**config.mk**
```make
export PLATFORM = sky130hd
export DESIGN_NAME = radix_string_to_integer
export DESIGN_NICKNAME = d
export VERILOG_FILES = /design/src/hw/rtl/rsti_pkg.sv /design/src/hw/rtl/rsti_alu.sv /design/src/hw/rtl/radix_string_to_integer.sv
export SDC_FILE = /design/constraint.sdc
export NUM_CORES = 1
export LEC_CHECK = 0
export BUFFER_PORTS_ARGS = -buffer_cell sky130_fd_sc_hd__buf_2
export CORE_UTILIZATION = 58
export DETAILED_ROUTE_END_ITERATION = 8
export PLACE_DENSITY_LB_ADDON = 0.12
export SLEW_MARGIN = 0
export SYNTH_ARGS = -nofsm -noshare
export SYNTH_HDL_FRONTEND = slang
export SYNTH_SLANG_ARGS = --single-unit
```
**constraint.sdc**
```tcl
create_clock -name i_clk -period 6.5 [get_ports i_clk]
set_input_delay 0 -clock i_clk [delete_from_list [all_inputs] [get_ports i_clk]]
set_output_delay 0 -clock i_clk [all_outputs]
set_load 0.01 [all_outputs]
```
**src/hw/rtl/rsti_pkg.sv**
```systemverilog
// Shared types, character codes and status codes for the radix string-to-integer block.
`default_nettype none

package rsti_pkg;

    // Character codes used by the digit decoder.
    localparam logic [7:0] CH_NUL     = 8'h00;
    localparam logic [7:0] CH_MINUS   = 8'h2D;
    localparam logic [7:0] CH_ZERO    = 8'h30;
    localparam logic [7:0] CH_NINE    = 8'h39;
    localparam logic [7:0] CH_UPPER_A = 8'h41;
    localparam logic [7:0] CH_UPPER_Z = 8'h5A;
    localparam logic [7:0] CH_LOWER_A = 8'h61;
    localparam logic [7:0] CH_LOWER_Z = 8'h7A;
    localparam logic [7:0] LETTER_OFS = 8'h37;  // 'A' minus ten

    // Radix limits and reset value.
    localparam logic [5:0] RADIX_MIN   = 6'd2;
    localparam logic [5:0] RADIX_MAX   = 6'd36;
    localparam logic [5:0] RADIX_RESET = 6'd10;

    // Arithmetic unit width: holds a 31-bit magnitude times a 6-bit base plus a digit.
    localparam int unsigned ALU_W = 38;
    localparam logic [ALU_W-1:0] MAX_POSITIVE = ALU_W'(32'h7FFF_FFFF);

    // Status codes.
    localparam logic [1:0] ST_OK         = 2'd0;
    localparam logic [1:0] ST_NO_DIGITS  = 2'd1;
    localparam logic [1:0] ST_BAD_SYMBOL = 2'd2;
    localparam logic [1:0] ST_OVERFLOW   = 2'd3;

    // Arithmetic unit operations.
    localparam logic [1:0] OP_ADD = 2'd0;
    localparam logic [1:0] OP_SUB = 2'd1;
    localparam logic [1:0] OP_MUL = 2'd2;

    // One request to the shared arithmetic unit.
    typedef struct packed {
        logic [1:0]       op;
        logic [ALU_W-1:0] a;
        logic [ALU_W-1:0] b;
    } t_alu_req;

endpackage

`default_nettype wire

```
**src/hw/rtl/rsti_alu.sv**
```systemverilog
// Shared arithmetic unit: add, subtract, or multiply a magnitude by the base.
`default_nettype none

module rsti_alu (
    input  wire rsti_pkg::t_alu_req    i_req,
    output logic [rsti_pkg::ALU_W-1:0] o_res
);
    import rsti_pkg::*;

    // Only the low 31 bits of a and 6 bits of b take part in a multiply.
    logic [36:0] mul_res;

    assign mul_res = {6'd0, i_req.a[30:0]} * {31'd0, i_req.b[5:0]};

    // Operation select.
    always_comb begin
        case (i_req.op)
            OP_ADD:  o_res = i_req.a + i_req.b;
            OP_SUB:  o_res = i_req.a - i_req.b;
            OP_MUL:  o_res = ALU_W'(mul_res);
            default: o_res = '0;
        endcase
    end

endmodule

`default_nettype wire

```
**src/hw/rtl/radix_string_to_integer.sv**
```systemverilog
// Top level: character stream to signed 32-bit integer in a configurable radix.
//
//  Channel   | Direction | Ports                      | Word
//  ----------+-----------+----------------------------+-------------------------------
//  s_axis    | in        | tvalid, tready, tdata[7:0] | char_code
//  m_axis    | out       | tvalid, tready, tdata[39:0]| value[31:0], status[33:32]
//  cfg       | in        | wr_en, wr_data[5:0]        | radix
//
// A digit steps through accept, decode, multiply by the base, then add the
// digit with the overflow compare; all arithmetic goes through one shared unit.
// A minus, a rejected symbol or a character after an error ends after decode.
// The terminator goes through accept, decode and a final step, and holds in
// its final step while an earlier result waits for i_m_axis_tready.
// Reset is synchronous and active low; it sets radix to 10 and clears the parse.
`default_nettype none

module radix_string_to_integer (
    input  wire         i_clk,
    input  wire         i_rst_n,
    // Configuration.
    input  wire         i_cfg_wr_en,
    input  wire  [5:0]  i_cfg_wr_data,
    // Input stream.
    input  wire         i_s_axis_tvalid,
    output logic        o_s_axis_tready,
    input  wire  [7:0]  i_s_axis_tdata,   // [7:0] char_code
    // Output stream.
    output logic        o_m_axis_tvalid,
    input  wire         i_m_axis_tready,
    output logic [39:0] o_m_axis_tdata    // [31:0] value, [33:32] status, [39:34] zero
);
    import rsti_pkg::*;

    // Sequencer states.
    localparam logic [2:0] S_IDLE = 3'd0;
    localparam logic [2:0] S_DEC  = 3'd1;
    localparam logic [2:0] S_MUL  = 3'd2;
    localparam logic [2:0] S_ADD  = 3'd3;
    localparam logic [2:0] S_FIN  = 3'd4;

    logic [2:0]       r_state, n_state;
    logic [5:0]       r_radix;
    logic [7:0]       r_char;
    logic [5:0]       r_digit, n_digit;
    logic [ALU_W-1:0] r_prod, n_prod;
    logic [30:0]      r_acc, n_acc;
    logic             r_neg, n_neg;
    logic             r_at_start, n_at_start;
    logic             r_seen, n_seen;
    logic [1:0]       r_err, n_err;
    logic             r_out_valid, n_out_valid;
    logic [31:0]      r_out_value, n_out_value;
    logic [1:0]       r_out_status, n_out_status;

    t_alu_req         alu_req;
    logic [ALU_W-1:0] alu_res;
    logic [5:0]       eff_base;
    logic [7:0]       raw_digit;
    logic             is_dec, is_alpha;
    logic             out_free;
    logic [1:0]       fin_status;

    rsti_alu u_alu (
        .i_req (alu_req),
        .o_res (alu_res)
    );

    // Radix clamped into the supported range.
    always_comb begin
        if (r_radix < RADIX_MIN) begin
            eff_base = RADIX_MIN;
        end else if (r_radix > RADIX_MAX) begin
            eff_base = RADIX_MAX;
        end else begin
            eff_base = r_radix;
        end
    end

    // Character classification; lowercase letters land far above any base.
    assign is_dec   = (r_char >= CH_ZERO) && (r_char <= CH_NINE);
    assign is_alpha = ((r_char >= CH_UPPER_A) && (r_char <= CH_UPPER_Z))
                   || ((r_char >= CH_LOWER_A) && (r_char <= CH_LOWER_Z));
    assign raw_digit = is_dec ? (r_char - CH_ZERO) : (r_char - LETTER_OFS);

    assign out_free   = !r_out_valid || i_m_axis_tready;
    assign fin_status = ((r_err == ST_OK) && !r_seen) ? ST_NO_DIGITS : r_err;

    assign o_s_axis_tready = (r_state == S_IDLE);
    assign o_m_axis_tvalid = r_out_valid;
    assign o_m_axis_tdata  = {6'd0, r_out_status, r_out_value};

    // Sequencer and arithmetic unit operand selection.
    always_comb begin
        n_state      = r_state;
        n_digit      = r_digit;
        n_prod       = r_prod;
        n_acc        = r_acc;
        n_neg        = r_neg;
        n_at_start   = r_at_start;
        n_seen       = r_seen;
        n_err        = r_err;
        n_out_valid  = r_out_valid;
        n_out_value  = r_out_value;
        n_out_status = r_out_status;
        alu_req.op   = OP_ADD;
        alu_req.a    = ALU_W'(r_acc);
        alu_req.b    = '0;

        if (r_out_valid && i_m_axis_tready) begin
            n_out_valid = 1'b0;
        end

        case (r_state)
            S_IDLE: begin
                if (i_s_axis_tvalid) begin
                    n_state = S_DEC;
                end
            end
            S_DEC: begin
                n_state = S_IDLE;
                if (r_char == CH_NUL) begin
                    n_state = S_FIN;
                end else if (r_err != ST_OK) begin
                    n_state = S_IDLE;
                end else if (r_at_start && (r_char == CH_MINUS)) begin
                    n_neg      = 1'b1;
                    n_at_start = 1'b0;
                end else begin
                    n_at_start = 1'b0;
                    if (!(is_dec || is_alpha) || (raw_digit >= {2'b00, eff_base})) begin
                        n_err = ST_BAD_SYMBOL;
                    end else begin
                        n_digit = raw_digit[5:0];
                        n_state = S_MUL;
                    end
                end
            end
            S_MUL: begin
                // Magnitude times base.
                alu_req.op = OP_MUL;
                alu_req.a  = ALU_W'(r_acc);
                alu_req.b  = ALU_W'(eff_base);
                n_prod     = alu_res;
                n_state    = S_ADD;
            end
            S_ADD: begin
                // Add the digit and test against the largest positive value.
                alu_req.op = OP_ADD;
                alu_req.a  = r_prod;
                alu_req.b  = ALU_W'(r_digit);
                if (alu_res > MAX_POSITIVE) begin
                    n_err = ST_OVERFLOW;
                end else begin
                    n_acc  = alu_res[30:0];
                    n_seen = 1'b1;
                end
                n_state = S_IDLE;
            end
            S_FIN: begin
                // Apply the sign with the shared unit and load the output word.
                alu_req.op = r_neg ? OP_SUB : OP_ADD;
                alu_req.a  = r_neg ? '0 : ALU_W'(r_acc);
                alu_req.b  = r_neg ? ALU_W'(r_acc) : '0;
                if (out_free) begin
                    n_out_valid  = 1'b1;
                    n_out_status = fin_status;
                    n_out_value  = (fin_status == ST_OK) ? alu_res[31:0] : 32'd0;
                    n_acc        = '0;
                    n_neg        = 1'b0;
                    n_at_start   = 1'b1;
                    n_seen       = 1'b0;
                    n_err        = ST_OK;
                    n_state      = S_IDLE;
                end
            end
            default: begin
                n_state = S_IDLE;
            end
        endcase
    end

    // Control and parse state registers.
    always_ff @(posedge i_clk) begin
        if (!i_rst_n) begin
            r_state     <= S_IDLE;
            r_radix     <= RADIX_RESET;
            r_acc       <= '0;
            r_neg       <= 1'b0;
            r_at_start  <= 1'b1;
            r_seen      <= 1'b0;
            r_err       <= ST_OK;
            r_out_valid <= 1'b0;
        end else begin
            r_state     <= n_state;
            r_acc       <= n_acc;
            r_neg       <= n_neg;
            r_at_start  <= n_at_start;
            r_seen      <= n_seen;
            r_err       <= n_err;
            r_out_valid <= n_out_valid;
            if (i_cfg_wr_en) begin
                r_radix <= i_cfg_wr_data;
            end
        end
    end

    // Payload registers.
    always_ff @(posedge i_clk) begin
        if (i_s_axis_tvalid && o_s_axis_tready) begin
            r_char <= i_s_axis_tdata;
        end
        r_digit      <= n_digit;
        r_prod       <= n_prod;
        r_out_value  <= n_out_value;
        r_out_status <= n_out_status;
    end

endmodule

`default_nettype wire
```
==> results of run 1 <==
[layer usage]
layer | part of all wire | vias up | wire length, um | GRT usage
li1 | - | 6147 | - | -
met1 | 0.44 | 6349 | 18700 | 0.467
met2 | 0.48 | 449 | 20500 | 0.567
met3 | 0.056 | 90 | 2390 | 0.0364
met4 | 0.031 | 0 | 1350 | 0.111
met5 | 0 | - | 0 | 0
[power by group through the flow]
stage,clock [mW],sequential [mW],combinational (mW)
floorplan,0,0.944,0.412
detailed placement,0,0.948,0.678
global route,0.996,0.932,0.775
CTS,0.958,0.931,0.692
finish,0.961,0.931,0.729
global placement,0,0.948,0.672
[cell families (layout without fill, tap and decap cells)]
kind of cell               count (synthesis)  count (layout)  synth area share
DFF                                      132             132             0.240
adders and majority gates                218             218             0.247
AOI/OAI and AO/OA                        434             434             0.193
muxes                                     21              21            0.0151
xor gates and xnor gates                  67              67            0.0402
other                                      1               7          0.000257
buffers and inverters                    310             441            0.0835
and+or+nand+nor                          552             552             0.181
[tightest hold or removal path: cells and delay by family]
family	cells	cell delay (ns)
buffers and inverters	1	0.19
multiplexers	1	0.10
AND/OR/NAND/NOR	1	0.10
[Yosys cell counts (33+ instances only)]
master and instances:
dfxtp_1 46, edfxtp_1 86, nand2_1 94, o21ai_0 97, a22oi_1 33, fa_1 118, xnor2_1 39, a21o_1 43
a21oi_1 103, nor2_1 231, ha_1 100, inv_1 211, clkbuf_1 77, nand3_1 48, and2_1 47
[metrics by stage]
stage / instances / setup TNS (ns)
after detailed placement: 2129 / -3.61
final: 2196 / 0
after global placement: 2129 / -0.00819
after CTS: 2184 / 0
after floorplan: 1740 / 0
after global routing: 2195 / -0.125
[flip-flops by register name, summed over array words and instances (netlist names)]
signal           flops
r_acc               31
r_digit              6
r_seen               1
o_m_axis_tvalid      1
r_out_status         2
r_neg                1
r_at_start           1
r_prod              38
r_char               8
r_err                2
r_radix              6
r_state              3
r_out_value         32
[worst max-delay path by stage]
stage	from	end	slack, ns	cells after the start
after floorplan	r_state[1]	r_acc[16]	0.27	27
after global placement	r_radix[3]	r_acc[13]	-0.008	27
after detailed placement	r_state[0]	r_err[0]	-0.19	21
after CTS	r_radix[3]	r_out_value[31]	0.002	27
after global routing	r_state[1]	r_acc[2]	-0.03	21
final	r_state[1]	r_out_value[20]	0.16	20
[final cells by class]
class,count,area (um^2),area share
timing repair buffer,197,1540,0.0901
inverter,212,796,0.0467
sequential,132,3500,0.206
antenna,1,2.50,0.000147
clock buffer,21,450,0.0264
tap,324,405,0.0238
multi-input combinational,1298,10200,0.600
clock inverter,11,126,0.00742
[what timing repair did]
action                     in CTS  in global routing
gates resized for setup        12                 44
pin swaps                       3                 15
buffers inserted                3                 10
hold buffers                   20                  0
gates cloned                    0                  1
hold endpoints to repair       17                  0
setup endpoints to repair      35                 50
==> results.toml, run 1 <==
[setup_path]
r2r-end = "r_out_value[20]"
endpoint_kind = "flip-flop"
cp_slowest_cell = "fa_1"
cp_max_fo = 6
r2r_setup_slack_ns = 0.16
critPathMaxStageDelay_ns = 0.56
crit_chain = "or3b_1 -> nor2_2 -> a21boi_4 -> or2_2 -> fa_1 -> fa_1 -> fa_1 -> inv_1 -> ha_1 -> and3_1 -> a221oi_4 -> buf_4 -> o211ai_1 -> o21ai_0 -> buf_4 -> a21oi_1 -> o31ai_1 -> xor2_1 -> mux2i_2 -> and3_1"
crit_required_ns = 6.69
critPathLaunchType = "flip-flop"
crit_type = "reg2reg"
critical_path.top_delay_family = "adder cells"
reg2reg_depth = 20
arrival_ns = 6.53
path_buf_inv = 3
cpMostUsedCell = "fa_1"
reg2reg_from = "r_state[1]"

[detailed_routing]
wirelength_mm = 42.9
drtIter0Drc = 1188
wl_per_cell_um = 19.6
routed_via_density = 5.94
drc = 0
num_vias = 13000
postRouteAntennaNets = 0
drt_first_pass_iters = 5

[final_layout]
layout_commonest_cell = "nor2_1"
finalNetCount = 2095
final_area_um2 = 17000
most-common-layout-cells = "nor2_1 (226), inv_1 (211), fa_1 (118), buf_4 (110)"
layout-drive-gt1-share = 0.148
num-fill-cells = 2013
utilization = 0.694
syn2layout_area_growth_pct = 16.6

[global_routing]
track_usage = 0.341
grt_pass1_vias = 12700
grt_pass1_wl_mm = 68.3
grt_max_degree = 46
antenna_found_initial = 0
grt_overflow = 0

[placed_design]
hpwl_mm = 33.1
portBuffers = 54
gp_congestion = 0.978
post-place-ws_ns = -0.193
placed_area_um2 = 15900

[logic_synthesis]
netlist_instances = 1735
ys_types = 83
synth_top_area_share = 0.177
synth_seq_cells = 132
yosysWarningCount = 0
yosysTopAreaCell = "edfxtp_1"
syn_area_per_cell_um2 = 8.42
ys_seq_area_frac = 0.240
synth-edff-count = 86
synth_area_leaders = "edfxtp_1 (18%), fa_1 (16%), ha_1 (8.6%)"
netlist_area_um2 = 14600
async_reset_ff_frac = 0
synthFlopType = "edfxtp_1"

[die]
die-area_um2 = 25800
die_h_um = 161
fp-row-count = 57
die_w_um = 161
io_pins = 61
start_util = 0.596
core_um2 = 24500

[min_path]
min_to = "r_radix[2]"
worstHoldPathCells = 3
hp-class = "in2reg"
hold_start = "i_cfg_wr_en"

[sta]
skew_ns = 0.00971
holdWs_ns = 0.00344
finalCriticalPeriod_ns = 6.34
drv_slew = 0
setup_violations = 0
fmax_mhz = 158
period_share = 0.976
worst_slack_ns = 0.156
hold_viol = 0
tightest_slew_ns = 1.26
slew_headroom = 0.163

[clock_network]
cts_buffers = 17
clk_pin_slew_ns = 0.06
clockRootBuffer = "clkbuf_16"
cts_tree = "built"
htreeDepth = 4
clockBufferDepth = 2
clk_latency_ns = 0.43
clock_sinks = 132

[power]
clockPowerShare = 0.366
leakagePower_nw = 8.05
vdd_drop_max_mv = 0.209
power.total_mw = 2.62
internal_power_mw = 1.81
sw_frac_of_total = 0.311
switching_power_mw = 0.815
p_comb_frac = 0.278
pwr-share-seq = 0.355
p_per_area_nw_per_um2 = 154

[outcome]
status = "completed"

[job]
maxCapViolations = 0
(Power assumes the default switching activity.)
==> inputs of run 2 (changes only) <==
Settings changed: CORE_UTILIZATION 58 to 59, CTS_BUF_LIST set to sky130_fd_sc_hd__clkbuf_8.
==> run 2 against run 1 <==
  * Final cell count rose by 0.14%
  * Register-to-register slack worse by 0.08 ns
  * Hold slack better by 0.054 ns
  * Clock skew rose by 0.0070 ns
  * Flip-flop and latch count unchanged
  * Cell area fell by 1.5%
  * Core utilization is 0.41 points lower
  * Total power fell by 8.5%
  * Combinational power is 3.4% lower
  * Die area shrank 1.7%
  * Critical path type unchanged
  * Critical endpoint is now r_acc[7]
==> results.toml, run 2 (synthesis gave the netlist of run 1 again) <==
[sta]
slew_headroom = 0.454
drv_slew = 0
finalSetupTns_ns = 0
finalCriticalPeriod_ns = 6.42
setup_violations = 0
fmax_mhz = 156
period_share = 0.988
hold_viol = 0
tightest_slew_ns = 0.817
skew_ns = 0.0167

[clock_network]
clk_latency_ns = 0.46
clock_sinks = 132
clk_pin_slew_ns = 0.09
htreeDepth = 4
clockRootBuffer = "clkbuf_8"
cts_buffers = 17
clockBufferDepth = 2
cts_tree = "built"

[placed_design]
dp.cells = 2137
portBuffers = 54
gp_congestion = 1.00
hpwl_mm = 32.7

[final_layout]
layout-drive-gt1-share = 0.145
n_antenna_cell = 0
layout.cells.non_filler = 2199
finalNetCount = 2099
largest-register = "r_prod"
layout_commonest_cell = "nor2_1"
largest_register_ff_count = 38
largestRegisters = "r_prod x38, r_out_value x32, r_acc x31"
most-common-layout-cells = "nor2_1 (226), inv_1 (213), fa_1 (118), buf_4 (114), a21oi_1 (99)"
syn2layout_area_growth_pct = 14.9

[detailed_routing]
drc = 0
routed_via_density = 5.95
drt_first_pass_iters = 8
drtIter0Drc = 1210
num_vias = 13100
postRouteAntennaNets = 0
wirelength_mm = 42.5
wl_per_cell_um = 19.3

[die]
fp-row-count = 57
die-area_um2 = 25400
core_um2 = 24300
die_h_um = 159
die_w_um = 159
io_pins = 61
start_util = 0.601

[setup_path]
crit_required_ns = 6.83
endpoint_kind = "flip-flop"
path_buf_inv = 7
critical_path.top_delay_family = "compound AO/OA/AOI/OAI gates"
arrival_ns = 6.75
critPathLaunchType = "flip-flop"
cp_max_fo = 26
cp_slowest_cell = "fa_1"
critPathMaxStageDelay_ns = 0.56
cpMostUsedCell = "fa_1"
crit_type = "reg2reg"

[power]
pwr-share-seq = 0.387
vdd_drop_max_mv = 0.156
power.total_mw = 2.40
internal_power_mw = 1.60
p_per_area_nw_per_um2 = 143
switching_power_mw = 0.796
clockPowerShare = 0.319
leakagePower_nw = 7.93
p_comb_frac = 0.293
sw_frac_of_total = 0.332

[job]
maxCapViolations = 0

[global_routing]
grt_pass1_wl_mm = 68.1
grt_overflow = 0
track_usage = 0.341
grt_pass1_vias = 12900
antenna_found_initial = 1
grt_max_degree = 66

[min_path]
hp-class = "in2reg"

[outcome]
status = "completed"
==> run 2: routing by layer <==
layer | wire length, um | share of wire | up-vias | global-route usage
met5 | 12 | 0.00028 | - | 0
met4 | 1320 | 0.031 | 2 | 0.134
met3 | 2530 | 0.060 | 92 | 0.0399
met2 | 20700 | 0.49 | 499 | 0.577
met1 | 17900 | 0.42 | 6334 | 0.449
li1 | - | - | 6150 | -
==> run 2: final cells by class <==
cell class,count,area (um^2)
tap,324,405
fill,2060,7530
clock buffer,18,248
inverter,212,796
clock inverter,14,178
sequential,132,3500
multi-input combinational,1298,10100
timing repair buffer,201,1540
==> run 2: through the flow <==
stage / area (um^2) / hold WS, ns / setup slack (ns) / utilization
after global placement: 15900 / 0.176 / 0.0474 / 0.653
after CTS: 16600 / 0.0376 / 0.0157 / 0.681
after detailed placement: 15900 / 0.180 / -0.0405 / 0.653
after global routing: 16800 / 0.0659 / -0.150 / 0.690
after floorplan: 14600 / 0.0989 / 0.274 / -
final: 16800 / 0.0575 / 0.0754 / 0.690
==> run 2: worst register-to-register path, stage by stage, from the launching register on <==
cell      delay (ns)
dfxtp_1         0.37
and3b_2         0.30
buf_12          0.18
a22oi_2         0.22
a21boi_4        0.33
nor2_1          0.11
fa_1            0.48
fa_1            0.56
inv_1           0.06
fa_1            0.53
inv_1           0.04
ha_1            0.34
and3_1          0.24
a221oi_4        0.37
o31a_1          0.25
nor4_2          0.07
buf_4           0.16
o31ai_4         0.33
buf_4           0.18
nand3_1         0.12
a31oi_4         0.21
nand4_1         0.12
buf_6           0.18
buf_12          0.16
o21ai_0         0.26
a21boi_1        0.12
==> run 2: worst paths after layout <==
path / startpoint / end / slack [ns] / cells past startpoint
setup / recovery: r_state[1] / r_acc[7] / 0.08 / 25
hold / removal: i_rst_n / r_radix[3] / 0.06 / 2
setup reg to reg: r_state[1] / r_acc[7] / 0.08 / 25
hold reg to reg: r_state[2] / r_state[0] / 0.48 / 1
==> run 2: repair_timing <==
action	CTS	global route
hold endpoints to repair	17	0
endpoints found under the setup margin	32	49
hold buffers	22	0
resized for setup	5	46
pin swaps	0	9
buffers inserted	0	8
==> run 2: power groups by stage <==
stage / combinational (mW) / clock, mW / sequential, mW
finish: 0.704 / 0.765 / 0.929
global route: 0.743 / 0.801 / 0.931
CTS: 0.664 / 0.769 / 0.929
detailed placement: 0.649 / 0 / 0.948
global placement: 0.645 / 0 / 0.948
floorplan: 0.412 / 0 / 0.944
